**src/rtl/vnu_pkg.sv**
```systemverilog
`default_nettype none
package vnu_pkg;

	// component and length formats
	localparam int COMP_W = 24;
	localparam int LEN_W = COMP_W - 1;
	localparam int FRAC_W = 20;
	localparam int NLANE = 3;

	// normalized sum of squares and its root
	localparam int NORM_W = 64;
	localparam int ROOT_W = NORM_W / 2;
	localparam int SHIFT_W = $clog2(ROOT_W);

	// scaling: product, rounded numerator, quotient
	localparam int PROD_W = ROOT_W + LEN_W;
	localparam int NUM_W = PROD_W + 1;
	localparam int QUO_W = LEN_W + 1;

	// queue between front and back
	localparam int FIFO_DEPTH = 4;
	localparam int FIFO_AW = $clog2(FIFO_DEPTH);

	// per-item data that rides along with the arithmetic
	typedef struct packed {
		logic [NLANE-1:0][COMP_W-1:0] mag;
		logic [NLANE-1:0]             neg;
		logic [LEN_W-1:0]             len;
		logic                         zero;
	} vec_side_t;

	typedef struct packed {
		vec_side_t          side;
		logic [SHIFT_W-1:0] shift;
		logic [NORM_W-1:0]  nsum;
	} norm_item_t;

	typedef struct packed {
		vec_side_t          side;
		logic [SHIFT_W-1:0] shift;
	} root_side_t;

	typedef struct packed {
		root_side_t        side;
		logic [ROOT_W-1:0] root;
	} root_item_t;

	typedef struct packed {
		logic [NLANE-1:0][COMP_W-1:0] comp;
		logic                         zero;
		logic                         sat;
	} result_t;

endpackage
`default_nettype wire

```
**src/rtl/vnu_front.sv**
```systemverilog
`default_nettype none
module vnu_front (
	input  logic                                clk,
	input  logic                                arst_n,
	input  logic                                en,
	input  logic                                in_valid,
	input  logic signed [vnu_pkg::COMP_W-1:0]   x,
	input  logic signed [vnu_pkg::COMP_W-1:0]   y,
	input  logic signed [vnu_pkg::COMP_W-1:0]   z,
	input  logic        [vnu_pkg::LEN_W-1:0]    len,
	output logic                                out_valid,
	output vnu_pkg::norm_item_t                 out_item
);
	import vnu_pkg::*;

	logic [NLANE-1:0][COMP_W-1:0]   comp_c;
	logic [NLANE-1:0][COMP_W-1:0]   mag_c;
	vec_side_t                      side_s1, side_s2, side_s3;
	logic                           v_s1, v_s2, v_s3;
	logic [NLANE-1:0][2*COMP_W-1:0] sq_s2;
	logic [NORM_W-1:0]              sum_s3;
	norm_item_t                     nrm_s [0:SHIFT_W];
	logic                           nrm_v_s [0:SHIFT_W];

	// magnitudes and signs
	assign comp_c = {z, y, x};
	always_comb begin
		for (int l = 0; l < NLANE; l++) begin
			mag_c[l] = comp_c[l][COMP_W-1] ? COMP_W'(~comp_c[l] + 1'b1) : comp_c[l];
		end
	end

	// valid chain of the arithmetic stages
	always_ff @(posedge clk or negedge arst_n) begin
		if (!arst_n) begin
			v_s1 <= 1'b0;
			v_s2 <= 1'b0;
			v_s3 <= 1'b0;
		end else if (en) begin
			v_s1 <= in_valid;
			v_s2 <= v_s1;
			v_s3 <= v_s2;
		end
	end

	// s1 capture, s2 squares, s3 sum and zero test
	always_ff @(posedge clk) begin
		if (en) begin
			side_s1.mag  <= mag_c;
			side_s1.neg  <= {z[COMP_W-1], y[COMP_W-1], x[COMP_W-1]};
			side_s1.len  <= len;
			side_s1.zero <= 1'b0;
			side_s2      <= side_s1;
			for (int l = 0; l < NLANE; l++) begin
				sq_s2[l] <= (2*COMP_W)'(side_s1.mag[l]) * (2*COMP_W)'(side_s1.mag[l]);
			end
			side_s3      <= '{mag: side_s2.mag, neg: side_s2.neg, len: side_s2.len,
			                  zero: (sq_s2 == '0)};
			sum_s3       <= NORM_W'(sq_s2[0]) + NORM_W'(sq_s2[1]) + NORM_W'(sq_s2[2]);
		end
	end

	assign nrm_v_s[0]     = v_s3;
	assign nrm_s[0].side  = side_s3;
	assign nrm_s[0].shift = '0;
	assign nrm_s[0].nsum  = sum_s3;

	// leading-zero search by bit pairs, one shift size per stage
	for (genvar j = 0; j < SHIFT_W; j++) begin : g_norm
		localparam int K = SHIFT_W - 1 - j;
		localparam int SH = 2 << K;
		logic hit_c;
		assign hit_c = (nrm_s[j].nsum[NORM_W-1 -: SH] == '0);
		always_ff @(posedge clk or negedge arst_n) begin
			if (!arst_n) nrm_v_s[j+1] <= 1'b0;
			else if (en) nrm_v_s[j+1] <= nrm_v_s[j];
		end
		always_ff @(posedge clk) begin
			if (en) begin
				nrm_s[j+1].side  <= nrm_s[j].side;
				nrm_s[j+1].shift <= nrm_s[j].shift | (SHIFT_W'(hit_c) << K);
				nrm_s[j+1].nsum  <= hit_c ? (nrm_s[j].nsum << SH) : nrm_s[j].nsum;
			end
		end
	end

	assign out_valid = nrm_v_s[SHIFT_W];
	assign out_item  = nrm_s[SHIFT_W];

endmodule
`default_nettype wire

```
**config.mk**
```make
export PLATFORM = sky130hd
export DESIGN_NAME = vnu_front
export DESIGN_NICKNAME = d
export VERILOG_FILES = /design/src/rtl/vnu_pkg.sv /design/src/rtl/vnu_front.sv
export SDC_FILE = /design/constraint.sdc
export NUM_CORES = 2
export LEC_CHECK = 0
export BUFFER_PORTS_ARGS = -buffer_cell sky130_fd_sc_hd__clkbuf_2
export CAP_MARGIN = 25
export CORE_MARGIN = 2
export CORE_UTILIZATION = 60
export DETAILED_ROUTE_END_ITERATION = 7
export PLACE_DENSITY_LB_ADDON = 0.05
export SYNTH_ARGS = -nofsm -noshare
export SYNTH_HDL_FRONTEND = slang
export SYNTH_SLANG_ARGS = --single-unit
```
**constraint.sdc**
```tcl
create_clock -name clk -period 15.2 [get_ports clk]
set_input_delay 3.04 -clock clk [delete_from_list [all_inputs] [get_ports clk]]
set_output_delay 3.04 -clock clk [all_outputs]
set_load 0.005 [all_outputs]
```
==> report_table.html <==
<table>
<tr><th>Metric</th><th>Value</th></tr>
<tr><th colspan="2">Timing</th></tr>
<tr><td>Unrepaired setup endpoints after global routing</td><td>false</td></tr>
<tr><td>Slew headroom</td><td>0.2701</td></tr>
<tr><td>Max Clock Skew</td><td>0.04409 ns</td></tr>
<tr><td>Maximum operating frequency</td><td>roughly 0.12 GHz</td></tr>
<tr><td>Period minus WS final</td><td>roughly 8.0 ns</td></tr>
<tr><td>Sum of negative setup slack</td><td>0 ns</td></tr>
<tr><td>Pin slew with the least headroom to its limit</td><td>1.095 ns</td></tr>
<tr><td>Final Max Tran Viols</td><td>0</td></tr>
<tr><td>Fraction of the cycle the final worst path needs</td><td>0.5275</td></tr>
<tr><td>Setup violation total in the final timing report</td><td>0</td></tr>
<tr><td>Final hold viol count</td><td>0</td></tr>
<tr><td>Crit path setup slack, layout</td><td>slightly above 7 ns</td></tr>
<tr><th colspan="2">Yosys</th></tr>
<tr><td>Fraction of synthesized cell area taken by the top area cell type</td><td>0.4003</td></tr>
<tr><td>Post-synthesis register bit count</td><td>1,321</td></tr>
<tr><td>Sequential fraction of the synthesis area</td><td>0.4023</td></tr>
<tr><td>Post-synthesis async set-or-reset flop share</td><td>0.006056</td></tr>
<tr><td>Synth top area cells</td><td>edfxtp_1 (40%), fa_1 (27%), ha_1 (7.4%)</td></tr>
<tr><td>Synthesized instance count</td><td>8,171</td></tr>
<tr><td>Number of enable-type register cells in the synthesized netlist</td><td>1,313</td></tr>
<tr><td>Post-Synthesis Mean Instance Area</td><td>12.05 µm²</td></tr>
<tr><td>Synthesized cell area</td><td>98,500 µm²</td></tr>
<tr><td>Count of unique library cells instantiated by Yosys</td><td>91</td></tr>
<tr><td>Library cell with the largest summed area after synthesis</td><td>edfxtp_1</td></tr>
<tr><td>Synth warn</td><td>0</td></tr>
<tr><td>Most used flip-flop cell after synthesis</td><td>edfxtp_1</td></tr>
<tr><th colspan="2">Hold path</th></tr>
<tr><td>Hold Path Sink</td><td>nrm_s[300]$_DFFE_PP_</td></tr>
<tr><td>Number of cells on the worst hold path</td><td>0</td></tr>
<tr><td>Classification of the worst-slack hold path</td><td>reg2reg</td></tr>
<tr><td>Hold Path Origin</td><td>nrm_s[468]$_DFFE_PP_</td></tr>
<tr><th colspan="2">Detailed routing</th></tr>
<tr><td>Detailed-route DRC error count</td><td>0</td></tr>
<tr><td>Routed via count</td><td>55,970</td></tr>
<tr><td>Routed via count divided by cell count</td><td>5.309</td></tr>
<tr><td>Detail Route Antenna Nets</td><td>0</td></tr>
<tr><td>Final wirelength</td><td>197,900 µm</td></tr>
<tr><td>Per-cell routed wire length</td><td>18.77 µm</td></tr>
<tr><td>Initial DRC Count</td><td>3,851</td></tr>
<tr><td>Number of detailed-route iterations in the first pass</td><td>5</td></tr>
<tr><th colspan="2">Die</th></tr>
<tr><td>Initial standard-cell utilization of the core</td><td>0.6044</td></tr>
<tr><td>Number of top-level design ports</td><td>268</td></tr>
<tr><td>Width of the chip</td><td>409.2 µm</td></tr>
<tr><td># rows</td><td>148</td></tr>
<tr><td>Core box area</td><td>163,000 µm²</td></tr>
<tr><td>Die Outline Area</td><td>167,400 µm²</td></tr>
<tr><td>Height of the die</td><td>409.2 µm</td></tr>
<tr><th colspan="2">Job</th></tr>
<tr><td>Count of max-cap constraint violations</td><td>0</td></tr>
<tr><th colspan="2">Placed design</th></tr>
<tr><td>IO Port Bufs</td><td>267</td></tr>
<tr><td>Routability congestion estimate</td><td>0.9046</td></tr>
<tr><td>Pre-CTS setup slack</td><td>7.128 ns</td></tr>
<tr><td>HPWL after DPL</td><td>about 150,000 µm</td></tr>
<tr><th colspan="2">Global route</th></tr>
<tr><td>All-layer global routing usage</td><td>0.2474</td></tr>
<tr><td>Wire length of the first global-routing pass</td><td>323,800 µm</td></tr>
<tr><td>Total congestion overflow after global routing</td><td>0</td></tr>
<tr><td>Pin count of the biggest net entering global routing</td><td>199</td></tr>
<tr><td>Number of antenna violations at the first check in global routing</td><td>0</td></tr>
<tr><td>Vias in the first global route</td><td>60,300</td></tr>
<tr><th colspan="2">Clock network</th></tr>
<tr><td>H-tree depth</td><td>4</td></tr>
<tr><td>TritonCTS clock tree</td><td>yes</td></tr>
<tr><td>Number of gates given a new drive strength after cts</td><td>0</td></tr>
<tr><td>CTS sink cnt</td><td>1,321</td></tr>
<tr><td>Clk pin slew, worst setup/hold paths</td><td>0.06 ns</td></tr>
<tr><td>Worst-case clock buffer depth</td><td>3</td></tr>
<tr><td>Clock root cell</td><td>clkbuf_16</td></tr>
<tr><td>Hold_buf cts</td><td>0</td></tr>
<tr><td>Number of clock buffers inserted by TritonCTS</td><td>136</td></tr>
<tr><td>Insertion delay to the later sink of the worst-skew pair</td><td>0.82 ns</td></tr>
<tr><td>Setup repair bufs after CTS</td><td>0</td></tr>
<tr><th colspan="2">Worst setup path</th></tr>
<tr><td>Critical path data required time</td><td>roughly 16 ns</td></tr>
<tr><td>Classification of the worst setup path</td><td>reg2reg</td></tr>
<tr><td>Type of origin of the critical path</td><td>flop</td></tr>
<tr><td>Worst reg2reg path startpoint</td><td>side_s1[52]$_DFFE_PP_</td></tr>
<tr><td>R2R depth</td><td>24</td></tr>
<tr><td>Crit. End Element</td><td>flop</td></tr>
<tr><td>Internal reg-to-reg setup slack</td><td>7.18 ns</td></tr>
<tr><td>Critical Path Fanout Max</td><td>25</td></tr>
<tr><td>Reg-to-Reg End</td><td>sq_s2[90]$_DFFE_PP_</td></tr>
<tr><td>Worst Path Arrival</td><td>8.55 ns</td></tr>
<tr><th colspan="2">Finish</th></tr>
<tr><td>Fraction of layout instances using a drive strength above 1</td><td>0.08641</td></tr>
<tr><td>Post-layout net count</td><td>10,260</td></tr>
<tr><td>Synthesis-to-layout area growth</td><td>7.463%</td></tr>
<tr><td>Most used cells in the layout excluding fill and tap cells</td><td>inv_1 (1,824), fa_1 (1,313), edfxtp_1 (1,313)</td></tr>
<tr><td>Commonest non-fill, non-tap cell in the layout</td><td>inv_1</td></tr>
<tr><th colspan="2">Status</th></tr>
<tr><td>Run status</td><td>finished clean</td></tr>
</table>
## flip-flops by register name, indices dropped and copies added, names as in the netlist
signal and cells:
sq_s2 138, out_item 168, out_valid 1, nrm_v_s 4, v_s3 1, side_s2 98, sum_s3 50, nrm_s 761
v_s2 1, side_s1 98, v_s1 1
## worst max path at each step
stage,from,endpoint,slack [ns]
2_1_floorplan,side_s1[68]$_DFFE_PP_,sq_s2[90]$_DFFE_PP_,7.91
3_3_place_gp,side_s1[56]$_DFFE_PP_,sq_s2[90]$_DFFE_PP_,7.22
3_5_place_dp,side_s1[62]$_DFFE_PP_,sq_s2[90]$_DFFE_PP_,7.13
4_1_cts,side_s1[62]$_DFFE_PP_,sq_s2[90]$_DFFE_PP_,7.09
5_1_grt,side_s1[51]$_DFFE_PP_,sq_s2[95]$_DFFE_PP_,6.79
6_report,side_s1[52]$_DFFE_PP_,sq_s2[90]$_DFFE_PP_,7.18
## critical path, stage by stage (launching register included)
cell	delay (ns)
edfxtp_1	1.02
nand2_1	0.19
fa_1	0.59
inv_1	0.07
fa_1	0.53
inv_1	0.05
fa_1	0.52
inv_1	0.05
fa_1	0.40
fa_1	0.48
fa_1	0.55
inv_1	0.05
fa_1	0.47
inv_1	0.04
ha_1	0.34
a21o_1	0.22
a21o_1	0.17
a21o_1	0.18
a2111oi_2	0.44
nor4_1	0.20
o2111ai_2	0.32
a211oi_1	0.15
o31a_1	0.27
nor4b_1	0.30
a211oi_1	0.09
## stage by stage
step	instances	hold slack [ns]	area (µm²)	utilization
final	10540	0.4047	105800	0.6496
after global routing	10540	0.4033	105800	0.6495
after CTS	10530	0.3982	105600	0.6481
after detailed placement	10290	0.4045	101100	0.6206
after global placement	10290	0.4002	101000	0.6200
after floorplan	8173	0.4003	98510	-
## layer usage
layer  vias to the layer above  track usage  part of all wire
li1                      25950            -                 -
met1                     28290       0.3400              0.43
met2                      1407       0.4159              0.49
met3                       329      0.03483             0.050
met4                         0      0.06928             0.025
met5                         -            0                 0
## layout make-up
class | count | area (µm²)
fill | 12710 | 57110
multi-input combinational | 4628 | 49920
sequential | 1321 | 39630
inverter | 1824 | 6847
clock buffer | 164 | 3581
tap | 2175 | 2721
timing repair buffer | 352 | 2265
clock inverter | 78 | 889.6
antenna | 1 | 2.502
## kinds of logic after synthesis
family | count (synthesis) | share of synthesized area
buffers and inverters | 2224 | 0.09119
adders and majority gates | 1895 | 0.3408
and+or+nand+nor | 1687 | 0.08291
DFF | 1321 | 0.4023
AOI/OAI and AO/OA | 654 | 0.04488
xor gates and xnor gates | 258 | 0.02294
muxes | 131 | 0.01493
other | 1 | 0.00003807
## synth_stat cells (8+ instances only)
master / n
buf_4: 168
nor3_1: 14
o21bai_1: 23
nand3_1: 30
o41ai_1: 9
nand4_1: 37
and2_1: 390
or3_1: 22
dfrtp_1: 8
nand2_1: 831
o21a_1: 21
mux2_2: 127
nor2b_1: 73
o31ai_1: 20
a21oi_1: 187
clkbuf_1: 223
xnor2_1: 185
nor4_1: 56
edfxtp_1: 1313
nor2_1: 139
a211oi_1: 11
o21ai_0: 99
o211ai_1: 11
nand2b_1: 25
a21o_1: 164
a31oi_1: 16
or4_1: 9
and4_1: 10
and3_1: 23
o21ai_1: 15
inv_1: 1824
fa_1: 1313
xor2_1: 73
ha_1: 582
Power is left out: the tool's default activity adds up to more than one toggle a clock period on the data nets, which glitch-free logic cannot reach.
