[config.mk]
export PLATFORM = sky130hd
export DESIGN_NAME = vnu_fifo
export DESIGN_NICKNAME = d
export VERILOG_FILES = /design/src/rtl/vnu_pkg.sv /design/src/rtl/vnu_fifo.sv
export SDC_FILE = /design/constraint.sdc
export NUM_CORES = 1
export LEC_CHECK = 0
export BUFFER_PORTS_ARGS = -buffer_cell sky130_fd_sc_hd__buf_2
export CAP_MARGIN = 0
export CORE_UTILIZATION = 40
export CTS_CLUSTER_SIZE = 25
export DETAILED_ROUTE_END_ITERATION = 10
export SYNTH_ARGS = -nofsm -noshare
export SYNTH_HDL_FRONTEND = slang
export SYNTH_SLANG_ARGS = --single-unit
export TNS_END_PERCENT = 1
[constraint.sdc]
create_clock -name clk -period 6.33 [get_ports clk]
set_input_delay 0.3165 -clock clk [delete_from_list [all_inputs] [get_ports clk]]
set_output_delay 0.3165 -clock clk [all_outputs]
set_load 0.01 [all_outputs]
[src/rtl/vnu_pkg.sv]
`default_nettype none
package vnu_pkg;

	// component and length formats
	localparam int COMP_W = 24;
	localparam int LEN_W = COMP_W - 1;
	localparam int FRAC_W = 20;
	localparam int NLANE = 3;

	// normalized sum of squares and its root
	localparam int NORM_W = 64;
	localparam int ROOT_W = NORM_W / 2;
	localparam int SHIFT_W = $clog2(ROOT_W);

	// scaling: product, rounded numerator, quotient
	localparam int PROD_W = ROOT_W + LEN_W;
	localparam int NUM_W = PROD_W + 1;
	localparam int QUO_W = LEN_W + 1;

	// queue between front and back
	localparam int FIFO_DEPTH = 4;
	localparam int FIFO_AW = $clog2(FIFO_DEPTH);

	// per-item data that rides along with the arithmetic
	typedef struct packed {
		logic [NLANE-1:0][COMP_W-1:0] mag;
		logic [NLANE-1:0]             neg;
		logic [LEN_W-1:0]             len;
		logic                         zero;
	} vec_side_t;

	typedef struct packed {
		vec_side_t          side;
		logic [SHIFT_W-1:0] shift;
		logic [NORM_W-1:0]  nsum;
	} norm_item_t;

	typedef struct packed {
		vec_side_t          side;
		logic [SHIFT_W-1:0] shift;
	} root_side_t;

	typedef struct packed {
		root_side_t        side;
		logic [ROOT_W-1:0] root;
	} root_item_t;

	typedef struct packed {
		logic [NLANE-1:0][COMP_W-1:0] comp;
		logic                         zero;
		logic                         sat;
	} result_t;

endpackage
`default_nettype wire

[src/rtl/vnu_fifo.sv]
`default_nettype none
module vnu_fifo (
	input  logic                clk,
	input  logic                arst_n,
	input  logic                push,
	input  vnu_pkg::norm_item_t wr_item,
	input  logic                pop,
	output vnu_pkg::norm_item_t rd_item,
	output logic                full,
	output logic                empty
);
	import vnu_pkg::*;

	norm_item_t         mem_q [FIFO_DEPTH];
	logic [FIFO_AW-1:0] wr_ptr_q, rd_ptr_q;
	logic [FIFO_AW:0]   count_q;

	assign full    = (count_q == (FIFO_AW+1)'(FIFO_DEPTH));
	assign empty   = (count_q == '0);
	assign rd_item = mem_q[rd_ptr_q];

	// pointers and fill count
	always_ff @(posedge clk or negedge arst_n) begin
		if (!arst_n) begin
			wr_ptr_q <= '0;
			rd_ptr_q <= '0;
			count_q  <= '0;
		end else begin
			if (push) wr_ptr_q <= wr_ptr_q + 1'b1;
			if (pop)  rd_ptr_q <= rd_ptr_q + 1'b1;
			if (push && !pop)      count_q <= count_q + 1'b1;
			else if (pop && !push) count_q <= count_q - 1'b1;
		end
	end

	// storage
	always_ff @(posedge clk) begin
		if (push) mem_q[wr_ptr_q] <= wr_item;
	end

	a_no_overflow: assert property (@(posedge clk) disable iff (!arst_n)
		push && !pop |-> !full) else $error("queue overflow");
	a_no_underflow: assert property (@(posedge clk) disable iff (!arst_n)
		pop |-> !empty) else $error("queue underflow");

endmodule
`default_nettype wire

==> impl_metrics.env, run 1 <==
export IMPL_layout_nets=1651
export IMPL_worstReg2RegEnd="mem_q[0][29]$_DFFE_PP_"
export IMPL_crit_arrival_ps=3200
export IMPL_core_um2=60600
export IMPL_slew_viol_final=0
export IMPL_holdCritPathClass="input pin to asynchronous set/reset pin"
export IMPL_cp_start_kind="flop"
export IMPL_ys_warn_count=0
export IMPL_syn_inst=912
export IMPL_gp_congestion=0.715
export IMPL_detail_route_wl_per_cell_um=22.0
export IMPL_worstMarginPinSlew_ps=1020
export IMPL_crit_path_max_fanout=65
export IMPL_synth_commonest_cells="672 x edfxtp_1, 168 x mux4_2, 20 x buf_2"
export IMPL_fin_tns_setup_ps=0
export IMPL_finalHoldViolCount=0
export IMPL_clkSinkCount=679
export IMPL_synthDistinctLibCells=19
export IMPL_drive_gt1_frac=0.410
export IMPL_fmax_ghz=0.285
export IMPL_final_core_util=0.512
export IMPL_antenna_found_initial=4
export IMPL_period_needed_ps=3510
export IMPL_avgSynthCellArea_um2=27.0
export IMPL_drtIter0Drc=707
export IMPL_cts_setup_buffers=0
export IMPL_die_w_um=250
export IMPL_drt_pass1_iter_count=7
export IMPL_p_leak_nw=10.6
export IMPL_grt_pass1_wl_um=76900
export IMPL_synth_ff_type="edfxtp_1"
export IMPL_area_growth_pct=26.1
export IMPL_p_per_area_nw_per_um2=447
export IMPL_rr_startpoint="wr_ptr_q[0]$_DFFE_PN0P_"
export IMPL_gr_usage_all_layers=0.166
export IMPL_slew_headroom=0.323
export IMPL_ys_ff_latch=679
export IMPL_fin_crit_sh=0.555
export IMPL_cts_buffers=71
export IMPL_drcViolationCount=0
export IMPL_rsz0062_at_grt="false"
export IMPL_grt_start_max_net_pins=100
export IMPL_port_buffers=341
export IMPL_cp_end_kind="primary output"
export IMPL_clock_root_buffer="clkbuf_16"
export IMPL_grt_pass1_vias=12800
export IMPL_die_area_um2=62500
export IMPL_peakVddDrop_mv=0.361
export IMPL_yosysMostFrequentCell="edfxtp_1"
export IMPL_dp_hpwl_um=28500
export IMPL_vias=11500
export IMPL_reg2reg_depth=4
export IMPL_cts_repair_resized=0
export IMPL_grt_overflow=0
export IMPL_drt_total_wl_um=50600
export IMPL_via_per_inst=5.01
export IMPL_required_ps=6010
export IMPL_synth_edf_count=672
export IMPL_start_util=0.406
export IMPL_ioPinCount=342
export IMPL_yosysTopAreaCellShare=0.820
export IMPL_cts_hold_buf=170
export IMPL_die_y_um=250
export IMPL_cts_buffer_depth=3
export IMPL_clock_skew_ps=12.9
export IMPL_ys_seq_area_frac=0.827
export IMPL_regToRegSetupSlack_ps=3650
export IMPL_finalSetupViolations=0
export IMPL_synth_largest_area_cell="edfxtp_1"
export IMPL_htree_num_levels=3
export IMPL_synthTopCellsByArea="edfxtp_1 82%, mux4_2 15%, dfrtp_1 0.71%"
export IMPL_clk_pin_slew_ps=60
export IMPL_synth_fp_nets=1090
export IMPL_outcome="finished, final reports clean"
export IMPL_rows=90
export IMPL_cts_tree="done"
export IMPL_ant_nets=0
export IMPL_crit_type="flop to primary output"
export IMPL_synthArstFlopShare=0.0103
export IMPL_clock_latency_ps=590
export IMPL_cap_violations=0
export IMPL_syn_area_um2=24600
## cells by family after synthesis
group,count (synthesis),synth area share
AO/OA/AOI/OAI,1,0.000203
XOR/XNOR,6,0.00213
adder cells (fa/ha/maj),6,0.00335
buffers and inverters,42,0.0112
flip-flops,679,0.827
multiplexers,169,0.154
AND/OR/NAND/NOR,9,0.00198
## metal layers
| metal | share of wire | up-vias | track usage |
|---|---|---|---|
| li1 | - | 5089 | - |
| met1 | 0.42 | 6056 | 0.209 |
| met2 | 0.50 | 286 | 0.278 |
| met3 | 0.053 | 101 | 0.0442 |
| met4 | 0.029 | 6 | 0.0557 |
| met5 | 0.00065 | - | 0 |
## placed cells by master, fill, tap and decap left out, types with 2 or more instances in the layout
cell           instances
ha_1                   5
clkinv_8               2
diode_2                2
clkinvlp_4             3
buf_4                 11
clkinv_1              13
bufinv_16              3
clkbuf_16             71
buf_12                 4
inv_1                  4
inv_6                  2
dfrtp_4                2
xor2_1                 4
nand2_1                2
clkbuf_8               2
xnor2_1                2
clkinv_2               7
and2_4                 4
edfxtp_1             672
buf_2                341
dfrtp_1                5
mux4_2               168
dlygate4sd3_1        170
clkbuf_1              14
## worst max-delay path by stage
stage / startpoint / endpoint / slack, ps / depth (start not counted)
4_1_cts: rd_ptr_q[0]$_DFFE_PN0P_ / rd_item[127] / 2600 / 4
3_5_place_dp: rd_ptr_q[0]$_DFFE_PN0P_ / rd_item[127] / 3260 / 4
3_3_place_gp: rd_ptr_q[0]$_DFFE_PN0P_ / rd_item[127] / 3270 / 4
5_1_grt: rd_ptr_q[0]$_DFFE_PN0P_ / rd_item[132] / 2490 / 4
6_report: rd_ptr_q[0]$_DFFE_PN0P_ / rd_item[127] / 2820 / 4
2_1_floorplan: wr_ptr_q[0]$_DFFE_PN0P_ / mem_q[2][0]$_DFFE_PP_ / 1330 / 3
## stage by stage
stage	cell area (µm²)	power (mW)	instances	hold WS, ps	worst slack (ps)
3_5_place_dp	27200	10.2	2012	198	3260
3_3_place_gp	27200	10.2	2012	199	3270
2_1_floorplan	24600	8.79	912	20.9	1330
5_1_grt	31000	14.5	2300	80.5	2490
4_1_cts	31000	14.1	2300	59.7	2600
6_report	31000	13.9	2302	110	2820
## report_power, final
part | switching (mW) | internal [mW] | leakage, nW
clock network | 1.63 | 2.20 | 1.02
logic | 2.12 | 1.77 | 3.33
registers | 0.276 | 5.88 | 6.25
total | 4.02 | 9.86 | 10.6
## critical path: stages, from the launching register on
cell	delay, ps
dfrtp_4	690
buf_12	470
buf_4	590
mux4_2	600
buf_2	160
## registers in the layout (all words and copies together) (netlist names)
signal	cells
mem_q	672
count_q	3
rd_ptr_q	2
wr_ptr_q	2
## final cells by class
type	count	area (µm²)
sequential	679	20400
clock inverter	31	255
clock buffer	87	1860
timing repair buffer	526	3570
multi-input combinational	191	3990
antenna	2	5.00
inverter	4	15.0
tap	782	978
fill	4807	29500
No activity file was read; power rests on OpenSTA's default activity.
==> inputs of run 2 (changes only) <==
Clock period 6.33 ns to 3.6 ns, I/O delays scaled along.
==> run 2 against run 1 <==
  * Sequential share of layout area decreased by 1.0 points
  * Global-route usage about the same
  * Clock skew increased by 12 ps
  * Largest cell class unchanged
  * Largest power group unchanged
  * Highest routed layer is now met4
==> impl_metrics.env, run 2 (synthesized netlist as in run 1, its figures left out) <==
export IMPL_outcome="finished, final reports clean"
export IMPL_regToRegSetupSlack_ps=1550
export IMPL_die_w_um=250
export IMPL_fin_cells=2336
export IMPL_die_area_um2=62500
export IMPL_htree_num_levels=3
export IMPL_timing_hold_ws_ps=329
export IMPL_via_per_inst=5.00
export IMPL_cts_tree="done"
export IMPL_cp_cell_sequence="buf_12, mux4_2, buf_2"
export IMPL_cp_start_kind="flop"
export IMPL_cts_buffers=71
export IMPL_cts_setup_buffers=0
export IMPL_place_area_um2=27600
export IMPL_rsz0062_at_grt="false"
export IMPL_slew_headroom=0.442
export IMPL_detail_route_wl_per_cell_um=21.8
export IMPL_critPathSlowestCell="dfrtp_4"
export IMPL_seqCellArea_um2=20400
export IMPL_combPwrFrac=0.285
export IMPL_seq_power_share=0.433
export IMPL_clk_pin_slew_ps=60
export IMPL_layout_common_cells="672 x edfxtp_1, 341 x buf_2, 172 x dlygate4sd3_1, 168 x mux4_2, 74 x clkbuf_16"
export IMPL_period_needed_ps=2780
export IMPL_post_route_cell_area_um2=31500
export IMPL_ioPinCount=342
export IMPL_fin_crit_sh=0.773
export IMPL_final_fill_count=4747
export IMPL_grt_use_met1=0.211
export IMPL_dpl_cell_count=2041
export IMPL_gr_usage_met3=0.0404
export IMPL_hold_depth=2
export IMPL_finalHoldViolCount=0
export IMPL_multiInputGateArea_um2=3990
export IMPL_rr_startpoint="wr_ptr_q[1]$_DFFE_PN0P_"
export IMPL_clock_root_buffer="clkbuf_16"
export IMPL_switching_share=0.286
export IMPL_grt_start_max_net_pins=50
export IMPL_grt_pass1_vias=12700
export IMPL_finalSetupViolations=0
export IMPL_top_usage_layer="met2"
export IMPL_clkSinkCount=679
export IMPL_die_y_um=250
export IMPL_reg2reg_depth=4
export IMPL_fmax_ghz=0.359
export IMPL_peakVddDrop_mv=0.462
export IMPL_cp_end_kind="primary output"
export IMPL_clock_skew_ps=25.3
export IMPL_final_common_cell="edfxtp_1"
export IMPL_grt_pass1_wl_um=77300
export IMPL_layout_nets=1682
export IMPL_rows=90
export IMPL_required_ps=3420
export IMPL_start_util=0.406
export IMPL_antenna_found_initial=0
export IMPL_vias=11700
export IMPL_ant_nets=0
export IMPL_final_core_util=0.521
export IMPL_area_growth_pct=28.1
export IMPL_drtIter0Drc=627
export IMPL_worstReg2RegEnd="mem_q[1][70]$_DFFE_PP_"
export IMPL_min_from="wr_item[32]"
export IMPL_drive_gt1_frac=0.420
export IMPL_dp_hpwl_um=31000
export IMPL_cts_buffer_depth=3
export IMPL_drt_total_wl_um=51000
export IMPL_cp_startpoint="rd_ptr_q[0]$_DFFE_PN0P_"
export IMPL_critPathMaxStageDelay_ps=780
export IMPL_holdCritPathClass="input pin to flop"
export IMPL_cts_repair_resized=0
export IMPL_clkPwrFrac=0.283
export IMPL_hold_end="mem_q[3][32]$_DFFE_PP_"
export IMPL_p_sw_mw=7.16
export IMPL_worstMarginPinSlew_ps=838
export IMPL_drcViolationCount=0
export IMPL_use_met2=0.280
export IMPL_clock_latency_ps=590
export IMPL_reg_top3="mem_q x672, count_q x3"
export IMPL_gp_congestion=0.715
export IMPL_slew_viol_final=0
export IMPL_internal_power_mw=17.9
export IMPL_top_register="mem_q"
export IMPL_largest_reg_flops=672
export IMPL_grt_overflow=0
export IMPL_port_buffers=341
export IMPL_cts_hold_buf=172
export IMPL_p_per_area_nw_per_um2=794
export IMPL_dp_slack_ps=1370
export IMPL_setup_ws_ps=818
export IMPL_drt_pass1_iter_count=4
export IMPL_diodes=0
export IMPL_core_um2=60600
export IMPL_crit_path_max_fanout=49
export IMPL_crit_type="flop to primary output"
export IMPL_crit_arrival_ps=2600
export IMPL_p_leak_nw=10.9
export IMPL_gr_usage_all_layers=0.166
export IMPL_cap_violations=0
==> run 2: cell count changes in the layout (fill, tap and decap cells not counted), moves of 2 or more <==
cell           delta
dlygate4sd3_1     +2
bufinv_16         +3
clkinvlp_4        -2
buf_12           +11
clkbuf_16         +3
diode_2           -2
clkinv_1          -2
buf_4            +18
clkbuf_1          +5
==> run 2: cell type report <==
cell class | instances | share of cell area
Clock buffer | 94 | 0.0614
Tap cell | 782 | 0.0310
Sequential cell | 679 | 0.646
Clock inverter | 29 | 0.00972
Inverter | 4 | 0.000476
Timing Repair Buffer | 557 | 0.125
Multi-Input combinational cell | 191 | 0.127
==> run 2: how the worst max path moves through the flow <==
| stage | endpoint | slack (ps) | cells past startpoint |
|---|---|---|---|
| finish | rd_item[65] | 820 | 3 |
| global route | rd_item[82] | 630 | 3 |
| CTS | rd_item[65] | 710 | 3 |
| detailed placement | rd_item[65] | 1370 | 3 |
| global placement | rd_item[65] | 1360 | 3 |
| floorplan | mem_q[0][0]$_DFFE_PP_ | -1400 | 3 |
==> run 2: power groups by stage <==
stage	sequential, mW	combinational (mW)	clock, mW
2_1_floorplan	10.9	4.50	0
3_3_place_gp	10.9	7.17	0
3_5_place_dp	11.0	7.17	0
4_1_cts	10.9	7.35	7.29
5_1_grt	11.0	7.65	7.58
6_report	10.8	7.13	7.08
==> run 2: critical path: cells and delay by family (launching register included) <==
family   cells  cell delay, ps
mux          1             590
flops        1             780
buf+inv      2             560
==> run 2: stage by stage <==
stage | TNS [ps] | power, mW
floorplan | -686890 | 15.4
CTS | 0 | 25.5
detailed placement | 0 | 18.2
global route | 0 | 26.2
global placement | 0 | 18.1
finish | 0 | 25.0
==> run 2: layer usage <==
metal | up-vias | routed length (µm) | share of wire
li1 | 5153 | - | -
met1 | 6165 | 20800 | 0.41
met2 | 277 | 26200 | 0.51
met3 | 79 | 2890 | 0.057
met4 | 0 | 1110 | 0.022
met5 | - | 0 | 0
